**config.mk**
```make
export PLATFORM = sky130hd
export DESIGN_NAME = rfdl_div
export DESIGN_NICKNAME = d
export VERILOG_FILES = /design/src/hdl/rfdl_pkg.sv /design/src/hdl/rfdl_div.sv
export SDC_FILE = /design/constraint.sdc
export NUM_CORES = 1
export LEC_CHECK = 0
export BUFFER_PORTS_ARGS = -buffer_cell sky130_fd_sc_hd__buf_4
export CORE_MARGIN = 2
export CORE_UTILIZATION = 45
export CTS_BUF_LIST = sky130_fd_sc_hd__clkbuf_8
export DETAILED_ROUTE_END_ITERATION = 10
export PLACE_DENSITY_LB_ADDON = 0.2
export SLEW_MARGIN = 5
export SYNTH_ARGS = -nofsm -noshare
export SYNTH_HDL_FRONTEND = slang
export SYNTH_SLANG_ARGS = --single-unit
```
**constraint.sdc**
```tcl
create_clock -name aclk -period 2.1 [get_ports aclk]
set_input_delay 0.42 -clock aclk [delete_from_list [all_inputs] [get_ports aclk]]
set_output_delay 0.42 -clock aclk [all_outputs]
set_load 0.02 [all_outputs]
```
**src/hdl/rfdl_pkg.sv**
```systemverilog
`timescale 1ns / 1ps

package rfdl_pkg;

    localparam int MAX_LEN     = 32768;
    localparam int SAMPLE_BITS = 24;
    localparam int ADDR_W      = $clog2(MAX_LEN);
    localparam int LEN_W       = $clog2(MAX_LEN + 1);
    localparam int CMD_W       = 2;
    localparam int IDX_W       = 15;
    localparam int FRAC_W      = 16;
    localparam int NLEN_W      = 16;

    localparam logic [CMD_W-1:0] CMD_WRITE  = 2'd0;
    localparam logic [CMD_W-1:0] CMD_READ   = 2'd1;
    localparam logic [CMD_W-1:0] CMD_RESIZE = 2'd2;

    typedef struct packed {
        logic             start;
        logic [LEN_W-1:0] dividend;
        logic [LEN_W-1:0] divisor;
    } div_req_t;

    typedef struct packed {
        logic             done;
        logic [LEN_W-1:0] quot;
        logic [LEN_W-1:0] rem;
    } div_rsp_t;

endpackage

```
**src/hdl/rfdl_div.sv**
```systemverilog
`timescale 1ns / 1ps

module rfdl_div (
    input  logic                aclk,
    input  logic                aresetn,
    input  rfdl_pkg::div_req_t  req,
    output rfdl_pkg::div_rsp_t  rsp
);

    localparam int W     = rfdl_pkg::LEN_W;
    localparam int CNT_W = $clog2(W);
    localparam logic [CNT_W-1:0] LAST_STEP = CNT_W'(W - 1);

    logic             busy_reg, busy_next;
    logic             done_reg, done_next;
    logic [CNT_W-1:0] cnt_reg, cnt_next;
    logic [W-1:0]     rem_reg, rem_next;
    logic [W-1:0]     quot_reg, quot_next;
    logic [W-1:0]     dvs_reg, dvs_next;

    logic [W:0] trial;
    logic [W:0] diff;
    logic       fits;

    // restoring division, one quotient bit per cycle
    assign trial = {rem_reg, quot_reg[W-1]};
    assign diff  = trial - {1'b0, dvs_reg};
    assign fits  = trial >= {1'b0, dvs_reg};

    always_comb begin
        busy_next = busy_reg;
        done_next = 1'b0;
        cnt_next  = cnt_reg;
        rem_next  = rem_reg;
        quot_next = quot_reg;
        dvs_next  = dvs_reg;
        if (req.start) begin
            busy_next = 1'b1;
            cnt_next  = '0;
            rem_next  = '0;
            quot_next = req.dividend;
            dvs_next  = req.divisor;
        end else if (busy_reg) begin
            rem_next  = fits ? diff[W-1:0] : trial[W-1:0];
            quot_next = {quot_reg[W-2:0], fits};
            cnt_next  = cnt_reg + CNT_W'(1);
            if (cnt_reg == LAST_STEP) begin
                busy_next = 1'b0;
                done_next = 1'b1;
            end
        end
    end

    always_ff @(posedge aclk) begin
        if (!aresetn) begin
            busy_reg <= 1'b0;
            done_reg <= 1'b0;
        end else begin
            busy_reg <= busy_next;
            done_reg <= done_next;
        end
    end

    always_ff @(posedge aclk) begin
        cnt_reg  <= cnt_next;
        rem_reg  <= rem_next;
        quot_reg <= quot_next;
        dvs_reg  <= dvs_next;
    end

    assign rsp.done = done_reg;
    assign rsp.quot = quot_reg;
    assign rsp.rem  = rem_reg;

endmodule

```
# Yosys cells after proc, flatten, opt, wreduce, memory -nomap -nowiden

Cells that the tools add are included.

Reductions and logical operators: 2
Equal/unequal tests: 1
Bitwise operators: 2
Mux-type cells: 7
Order comparisons: 1
Add/subtract/negate cells: 2

Operator list:

| kind                                         | count |
|---|---|
| 2-to-1 mux 16 bit                            | 3 |
| >= comparator 17 x 16 -> 1 bit               | 1 |
| subtractor 16 bit                            | 1 |
| adder 4 x 1 -> 4 bit (second input constant) | 1 |
| == test 4 bit (second input constant)        | 1 |
| 2-to-1 mux 1 bit                             | 4 |
| OR reduction 3 bit                           | 1 |
| inverter 1 bit                               | 2 |
| nonzero test 2 bit                           | 1 |

Logic and storage cells: 21
Output and inout port bits: 33
Bits of input ports: 35
Register bits: 54

# Depth between registers and ports, before layout

Gate-level depths: netlist (run 1).

Depth after elaboration: 4
Mapped depth: 10
Depth with buffers taken out: 10

# Worst setup path before layout (run 1)

OpenSTA, ideal clock, no wires.

Path kind: register to register
Start: reg rem_reg[13]
End: reg rem_reg[0]
Required time: 2,014 ps
Arrival time: 2,389 ps
Buffers on the path: 0
Path slack: -375 ps
Setup time: 86 ps
Period minus slack after synthesis: 2,475 ps
Stages on the path, launching flop included: 9
Cells stage by stage: dfxtp_1 > ha_1 > a21o_1 > a211o_1 > a21o_1 > a311o_1 > o21ai_2 > mux2_2 > a211oi_1

Cells in the longest elaborated chain, start to end: 2

RTL lines:

| element                        | RTL line       | text |
|---|---|---|
| start, declared                | rfdl_div.sv:17 | `logic [W-1:0] rem_reg, rem_next;` |
| start signal, assigned         | rfdl_div.sv:66 | `rem_reg <= rem_next;` |
| >= comparator 17 x 16 -> 1 bit | rfdl_div.sv:28 | `assign fits = trial >= {1'b0, dvs_reg};` |
| 2-to-1 mux 16 bit              | rfdl_div.sv:44 | `rem_next = fits ? diff[W-1:0] : trial[W-1:0];` |

Every way passes these cells.
A chain may end at the register's enable or synchronous reset.

# Worst setup path after layout (run 1)

Start: reg dvs_reg[14]
End: reg rem_reg[1]

Cells in the longest elaborated chain, start to end: 2

RTL lines:

| element                        | RTL line       | text |
|---|---|---|
| start, declared                | rfdl_div.sv:19 | `logic [W-1:0] dvs_reg, dvs_next;` |
| start signal, assigned         | rfdl_div.sv:68 | `dvs_reg <= dvs_next;` |
| >= comparator 17 x 16 -> 1 bit | rfdl_div.sv:28 |  |
| 2-to-1 mux 16 bit              | rfdl_div.sv:44 |  |

Every way passes these cells.

==> metrics.yaml, run 1 <==
status: "finished with violations"
violations: "setup timing"
tightest_slew_ns: 0.503
gp_congestion: 0.898
finalSetupTns_ns: -3.07
grt_pass1_vias: 2574
stdcell_area_um2: 4300
grt_start_max_net_pins: 40
via_count: 2600
vias_per_cell: 5.31
top_layer: "met4"
maxSlewViolCount: 0
cp-endpoint: "rem_reg[1]"
timing.hold.ws_ns: 0.280
cp_max_fo: 6
core-area_um2: 6420
max_freq_mhz: 425
r2r_start: "dvs_reg[14]"
die-height_um: 85.8
wl_met3_um: 379
p_sw_uw: 805
drtIter0Drc: 95
required_ns: 2.35
cts_tree: "yes"
r2r_end: "rem_reg[1]"
dieArea_um2: 7360
hold_violations: 0
postSynth.asyncResetShare_pct: 0
syn_inst: 285
min_path_type: "in2reg"
arrival_ns: 2.60
grt_setup_unrepaired: "true"
cts_sinks: 54
synth.net_count: 338
synth-seq-cells: 54
power_switching_share_pct: 30.1
antenna_found_initial: 0
cts.clk_slew.worst_paths_ns: 0.10
setup_viol: 17
reg2reg_slack_ns: -0.25
startpoint: "dvs_reg[14]"
boundaryPins: 68
powerDensity_nw_per_um2: 623
setup_slack_ns: -0.254
syn_area_um2: 3010
fin_util_pct: 67.0
grt_pass1_wl_um: 12100
synth_edf_count: 32
synth_warnings: 0
yosys.area_share.simple_pct: 11.2
cts-root-buf: "clkbuf_8"
dp.cells: 478
syn_to_final_growth_pct: 42.9
wire_per_inst_um: 15.2
synthFlopType: "edfxtp_1"
grt_overflow_total: 0
ir_drop_v: 0.000373
endpoint_kind: "flop"
combPwrFrac_pct: 31.3
drc: 0
avgSynthCellArea_um2: 10.6
wl_met1_um: 3180
clock_latency_ns: 0.31
cts_hold_buf: 0
post-place-ws_ns: -0.237
ant_nets: 0
port_buffers: 67
first_pass_iters: 6
maxSlewHeadroom_pct: 66.5
cts_buffers: 5
die_x_um: 85.8
crit_path_start_kind: "flop"
finalCritPeriodShare_pct: 112
leakage_nw: 1.99
finalNonFillerCells: 490
met2WireLength_um: 3770
nets: 465
path_class: "reg2reg"
min_period_ns: 2.35
diodes: 0
synth-xor-area-share_pct: 4.07
track_usage_pct: 20.8
finClkSkew_ns: 0.00571
r2r_cells: 10
start_util_pct: 46.9
synth_top_family_by_area: "compound AO/OA/AOI/OAI gates"
synth_compound_area_share_pct: 15.2
rows: 29
cap_violations: 0
p_seq_share_pct: 47.0
synth_mux_area_share_pct: 10.4
routed_wl_um: 7450
dp_hpwl_um: 5590
htree_levels: 2
postPlaceCellArea_um2: 4090
p_int_mw: 1.87
synth_cell_types: 49
clk_path_buf_depth: 2
power_frac_clock_pct: 21.7
ys_seq_area_share_pct: 46.6
power.total_mw: 2.68
drive_above_1_share_pct: 46.7
synthAdderAreaFrac_pct: 7.73
==> synth_stat cells (5+ instances only) <==
master    count  share of area, %
dfxtp_1      22                15
o31ai_1       5               1.2
o21a_1        5               1.2
nand3_1       6               1.0
edfxtp_1     32                32
nand2_1      13               1.6
a21o_1        5               1.2
nor2_1       26               3.2
mux2i_1      12               4.0
inv_1        21               2.6
a21oi_1      13               2.2
o21ai_0      11               1.8
a211oi_1      7               1.7
mux2_2       17               6.4
ha_1         17               7.1
xor2_1        7               2.0
xnor2_1       7               2.0
clkbuf_1      7              0.87
==> kinds of logic after synthesis <==
family / count (synthesis)
flops: 54
simple gates: 70
fa+ha+maj: 18
compound gates: 67
mux: 29
xor+xnor: 14
buf+inv: 33
==> routing by layer <==
layer,GRT usage [%],vias up
met5,0,-
met4,6.35,0
met3,4.33,11
met2,35.8,65
met1,26.4,1218
li1,-,1306
==> critical path: stages (launching register included) <==
cell and delay (ns):
edfxtp_1 0.39, inv_2 0.08, ha_4 0.19, a21o_1 0.17, a211o_1 0.28, a21o_1 0.16
a311o_1 0.30, o21ai_4 0.13, buf_4 0.17, mux2_4 0.30, o21ai_2 0.10
==> power by group through the flow <==
stage	clock, mW	sequential, mW	combinational, mW
2_1_floorplan	0	1.34	0.393
5_1_grt	0.634	1.27	0.911
4_1_cts	0.599	1.26	0.818
6_report	0.581	1.26	0.838
3_3_place_gp	0	1.28	0.787
3_5_place_dp	0	1.28	0.801
==> worst min-delay path by stage <==
stage                      startpoint     endpoint  slack (ns)  cells after the start
after floorplan            cnt_reg[2]     done_reg        0.47                      2
after global placement    rem_reg[15]  rem_reg[15]        0.48                      2
after detailed placement  rem_reg[15]  rem_reg[15]        0.48                      2
after CTS                     req[15]  dvs_reg[15]        0.27                      1
after global routing           req[5]   dvs_reg[5]        0.26                      1
final                          req[0]   dvs_reg[0]        0.28                      1
==> cell usage in the layout, fill, tap and decap left out, drive strengths merged, types with 2 or more instances in the layout <==
cell | synthesis | routed
a211o | 3 | 3
mux2i | 12 | 12
a21oi | 13 | 13
xnor2 | 7 | 7
nand3 | 6 | 6
mux2 | 17 | 17
xor2 | 7 | 7
a211oi | 7 | 7
o21ai | 12 | 12
clkinv | 0 | 2
o31ai | 5 | 5
a21o | 5 | 5
dfxtp | 22 | 22
ha | 17 | 17
inv | 21 | 21
a31oi | 2 | 2
and3 | 2 | 2
o211ai | 4 | 4
buf | 5 | 132
o21a | 5 | 5
nand2 | 13 | 13
edfxtp | 32 | 32
a22oi | 2 | 2
nor3 | 4 | 4
clkbuf | 7 | 5
nor2 | 26 | 26
nor2b | 3 | 3
and2 | 2 | 2
nand4 | 3 | 3
and3b | 2 | 2
nor4 | 4 | 4
==> what timing repair did <==
| item | CTS | global route |
|---|---|---|
| resized for setup | 9 | 13 |
| buffers inserted | 1 | 3 |
| pin swaps | 2 | 6 |
| endpoints found under the setup margin | 17 | 17 |
==> cell type report <==
cell class                 instances  area [µm²]
clock buffer                       5        68.8
clock inverter                     3        16.3
timing repair buffer             132        1010
sequential                        54        1420
tap                               77        96.3
multi-input combinational        198        1610
fill                             539        2120
inverter                          21        78.8
(Power assumes the default switching activity.)
==> inputs of run 2 (changes only) <==
- CELL_PAD_IN_SITES_DETAIL_PLACEMENT: default -> 1
- CELL_PAD_IN_SITES_GLOBAL_PLACEMENT: default -> 1
- CORE_UTILIZATION: 45 -> 39
==> metrics.yaml, run 2 (synthesis gave the netlist of run 1 again) <==
status: "finished with violations"
violations: "setup timing"
cts_hold_buf: 0
finalNonFillerCells: 518
maxSlewViolCount: 0
drtIter0Drc: 85
min_path_type: "in2reg"
track_usage_pct: 21.1
powerDensity_nw_per_um2: 655
grt_start_max_net_pins: 31
grt_pass1_vias: 2947
drive_above_1_share_pct: 46.9
min_period_ns: 2.42
diodes: 0
grt_setup_unrepaired: "true"
arrival_ns: 2.61
first_pass_iters: 4
path_class: "reg2reg"
wl_met1_um: 3750
htree_levels: 2
die-height_um: 91.8
maxSlewHeadroom_pct: 58.7
port_buffers: 67
antenna_found_initial: 0
dieArea_um2: 8430
grt_pass1_wl_um: 14300
via_count: 2668
grt_overflow_total: 0
dp.cells: 502
cts_tree: "yes"
setup_slack_ns: -0.317
crit_path_start_kind: "flop"
cap_violations: 0
leakage_nw: 2.02
final_cell_mix: "buf_4 (131), edfxtp_1 (32), nor2_1 (26)"
required_ns: 2.29
max_freq_mhz: 414
syn_to_final_growth_pct: 45.7
wl_met3_um: 257
power.total_mw: 2.87
hold_violations: 0
core-area_um2: 7610
ir_drop_v: 0.000397
start_util_pct: 39.6
clock_latency_ns: 0.32
cts-root-buf: "clkbuf_8"
tightest_slew_ns: 0.618
reg2reg_slack_ns: -0.32
cts_buffers: 5
met2WireLength_um: 4510
gp_congestion: 0.874
nets: 468
finalCritPeriodShare_pct: 115
endpoint_kind: "flop"
vias_per_cell: 5.15
clk_path_buf_depth: 2
die_x_um: 91.8
finClkSkew_ns: 0.00801
cts_sinks: 54
fillCellCount: 859
layout_commonest_cell: "buf_4"
routed_wl_um: 8650
top_layer: "met4"
ant_nets: 0
cp_max_fo: 7
drc: 0
wire_per_inst_um: 16.7
cts.clk_slew.worst_paths_ns: 0.11
rows: 32
boundaryPins: 68
dp_hpwl_um: 6300
setup_viol: 17
[run 2: timing repair]
item | 4_1_cts | 5_1_grt
buffers inserted | 7 | 1
cloned | 0 | 1
endpoints found under the setup margin | 17 | 17
pin swaps | 2 | 3
resized for setup | 11 | 6
[run 2: layout make-up]
| cell class | instances | area (µm²) | area share (%) |
|---|---|---|---|
| multi-input combinational | 198 | 1590 | 36.3 |
| sequential | 54 | 1420 | 32.3 |
| timing repair buffer | 135 | 1050 | 24.0 |
| tap | 102 | 128 | 2.91 |
| inverter | 21 | 78.8 | 1.80 |
| clock inverter | 3 | 48.8 | 1.11 |
| clock buffer | 5 | 68.8 | 1.57 |
[run 2: layer usage]
layer  global-route usage, %  up-vias
met1                    25.9     1298
met4                    6.84        0
li1                        -     1309
met5                       0        -
met3                    3.70       13
met2                    37.4       48
[run 2: path summary, 6_finish.rpt]
kind	start	to	depth (start not counted)
worst max-delay path	dvs_reg[14]	rem_reg[2]	10
worst min-delay path	req[14]	dvs_reg[14]	1
worst max register to register	dvs_reg[14]	rem_reg[2]	10
worst min register to register	rem_reg[15]	rem_reg[15]	2
[run 2: power breakdown]
part           total (mW)  internal [mW]  switching (mW)
Clock               0.750          0.364           0.386
Sequential           1.26           1.21          0.0416
Combinational       0.865          0.435           0.431
[run 2: critical path, stage by stage, from the launching register on]
cell      delay (ns)
edfxtp_1        0.39
inv_2           0.07
ha_4            0.19
a21o_1          0.17
a211o_1         0.28
a21o_1          0.16
a311o_1         0.35
o21ai_4         0.17
buf_4           0.19
mux2i_1         0.21
a211oi_1        0.10
[run 2: metrics by stage]
step,hold WS [ns],instance area [µm²],worst slack [ns],util [%],setup TNS (ns)
after global routing,0.265,4380,-0.407,57.6,-6.58
after CTS,0.264,4340,-0.246,57.0,-3.43
final,0.271,4380,-0.317,57.6,-4.73
after global placement,0.477,4130,-0.207,54.3,-2.28
after floorplan,0.475,3100,-0.119,-,-1.34
after detailed placement,0.493,4130,-0.331,54.3,-3.47
==> inputs of run 3 (changes only) <==
- CORE_MARGIN: 2 -> default
==> metrics.yaml, run 3 (synthesis gave the netlist of run 1 again) <==
path_cells: "inv_2 > ha_4 > nor2b_4 > o21bai_1 > nand3_2 > a311o_1 > o21ai_4 > buf_6 > mux2_4 > o21ai_2"
layout_commonest_cell: "buf_4"
grt_setup_unrepaired: "true"
via_count: 2751
die_x_um: 89.8
cts_buffers: 5
cts.clk_slew.worst_paths_ns: 0.11
leakage_nw: 2.05
whs_path_depth: 1
setup_slack_ns: -0.389
post-place-ws_ns: -0.280
grt_overflow_total: 0
core-area_um2: 7370
crit_family: "compound AO/OA/AOI/OAI gates"
required_ns: 2.35
cts_sinks: 54
port_buffers: 67
dp_hpwl_um: 6630
p_seq_share_pct: 43.2
routed_wl_um: 9590
crit_path_top_delay_cell: "a311o_1"
finalCritPeriodShare_pct: 119
reg2reg_slack_ns: -0.39
wire_per_inst_um: 18.6
cts-root-buf: "clkbuf_8"
power_frac_clock_pct: 25.4
htree_levels: 2
worst-path-buf-inv: 2
slowest_delay_ns: 0.45
min_period_ns: 2.49
path_class: "reg2reg"
min_path_type: "in2reg"
track_usage_pct: 23.8
arrival_ns: 2.74
p_sw_uw: 897
clk_path_buf_depth: 2
r2r_cells: 10
r2r_end: "rem_reg[1]"
cts_tree: "yes"
powerDensity_nw_per_um2: 654
setup_viol: 17
drc: 0
syn_to_final_growth_pct: 49.2
grt_pass1_vias: 3038
antenna_found_initial: 0
ir_drop_v: 0.000316
grt_start_max_net_pins: 28
drtIter0Drc: 78
r2r_start: "dvs_reg[1]"
gp_congestion: 0.823
boundaryPins: 68
violations: "setup timing"
p_int_mw: 2.04
cap_violations: 0
ant_nets: 0
clock_latency_ns: 0.32
maxSlewViolCount: 0
max_freq_mhz: 402
diodes: 0
nets: 468
maxSlewHeadroom_pct: 61.6
hold_path_end: "dvs_reg[15]"
cts_hold_buf: 0
hold_violations: 0
rows: 31
crit_path_start_kind: "flop"
finClkSkew_ns: 0.0115
power_switching_share_pct: 30.5
die-height_um: 89.8
dieArea_um2: 8070
endpoint_kind: "flop"
start_util_pct: 40.8
cp_max_fo: 5
first_pass_iters: 4
fillCellCount: 813
tightest_slew_ns: 0.575
grt_pass1_wl_um: 15100
drive_above_1_share_pct: 50.0
fin_util_pct: 60.9
vias_per_cell: 5.34
hp-start: "req[15]"
combPwrFrac_pct: 31.4
status: "finished with violations"
final_cell_mix: "buf_4 (128), edfxtp_1 (32), nor2_1 (25)"
run 3: cell types whose count changed in the layout (fill, tap and decap cells not counted), moves of 3 or more:
cell	previous run	this run
buf_12	1	4
buf_4	131	128
ha_1	12	9
ha_4	4	7
run 3: worst max-delay path by stage:
stage / depth (start not counted) / start / endpoint
4_1_cts: 10 / dvs_reg[14] / rem_reg[15]
3_5_place_dp: 9 / dvs_reg[1] / rem_reg[1]
2_1_floorplan: 9 / dvs_reg[1] / rem_reg[0]
3_3_place_gp: 9 / dvs_reg[14] / rem_reg[0]
6_report: 10 / dvs_reg[1] / rem_reg[1]
5_1_grt: 10 / dvs_reg[1] / rem_reg[2]
run 3: area by class of cell:
type	count	area, µm²	area share [%]
Inverter	21	78.8	1.76
Sequential cell	54	1420	31.6
Clock inverter	3	47.5	1.06
Multi-Input combinational cell	198	1680	37.4
Timing Repair Buffer	135	1070	23.9
Tap cell	99	124	2.76
Clock buffer	5	68.8	1.53
run 3: power groups by stage:
stage	registers, mW	clock network [mW]	logic, mW
after floorplan	1.34	0	0.393
after global placement	1.28	0	0.790
after detailed placement	1.29	0	0.818
after CTS	1.26	0.751	0.856
after global routing	1.28	0.791	0.987
final	1.27	0.746	0.923
run 3: through the flow:
| step | TNS (ns) | cells | hold WS [ns] | power [mW] | area (µm²) |
|---|---|---|---|---|---|
| after detailed placement | -3.45 | 496 | 0.495 | 2.11 | 4130 |
| after CTS | -4.00 | 509 | 0.265 | 2.87 | 4370 |
| after global routing | -6.61 | 515 | 0.259 | 3.06 | 4490 |
| final | -5.21 | 515 | 0.266 | 2.94 | 4490 |
| after floorplan | -1.34 | 285 | 0.475 | 1.74 | 3100 |
| after global placement | -2.14 | 496 | 0.473 | 2.07 | 4130 |
run 3: routing by layer:
metal | vias to the layer above | global-route usage [%] | wire length, µm
met5 | - | 0 | 0
met4 | 0 | 9.56 | 274
met3 | 23 | 3.64 | 276
met2 | 55 | 46.3 | 5260
met1 | 1367 | 25.3 | 3770
li1 | 1306 | - | -
run 3: repair_timing:
action,in CTS,in global routing
setup endpoints to repair,17,17
resized for setup,15,19
pin swaps,3,21
gates cloned,1,0
setup buffers,4,7
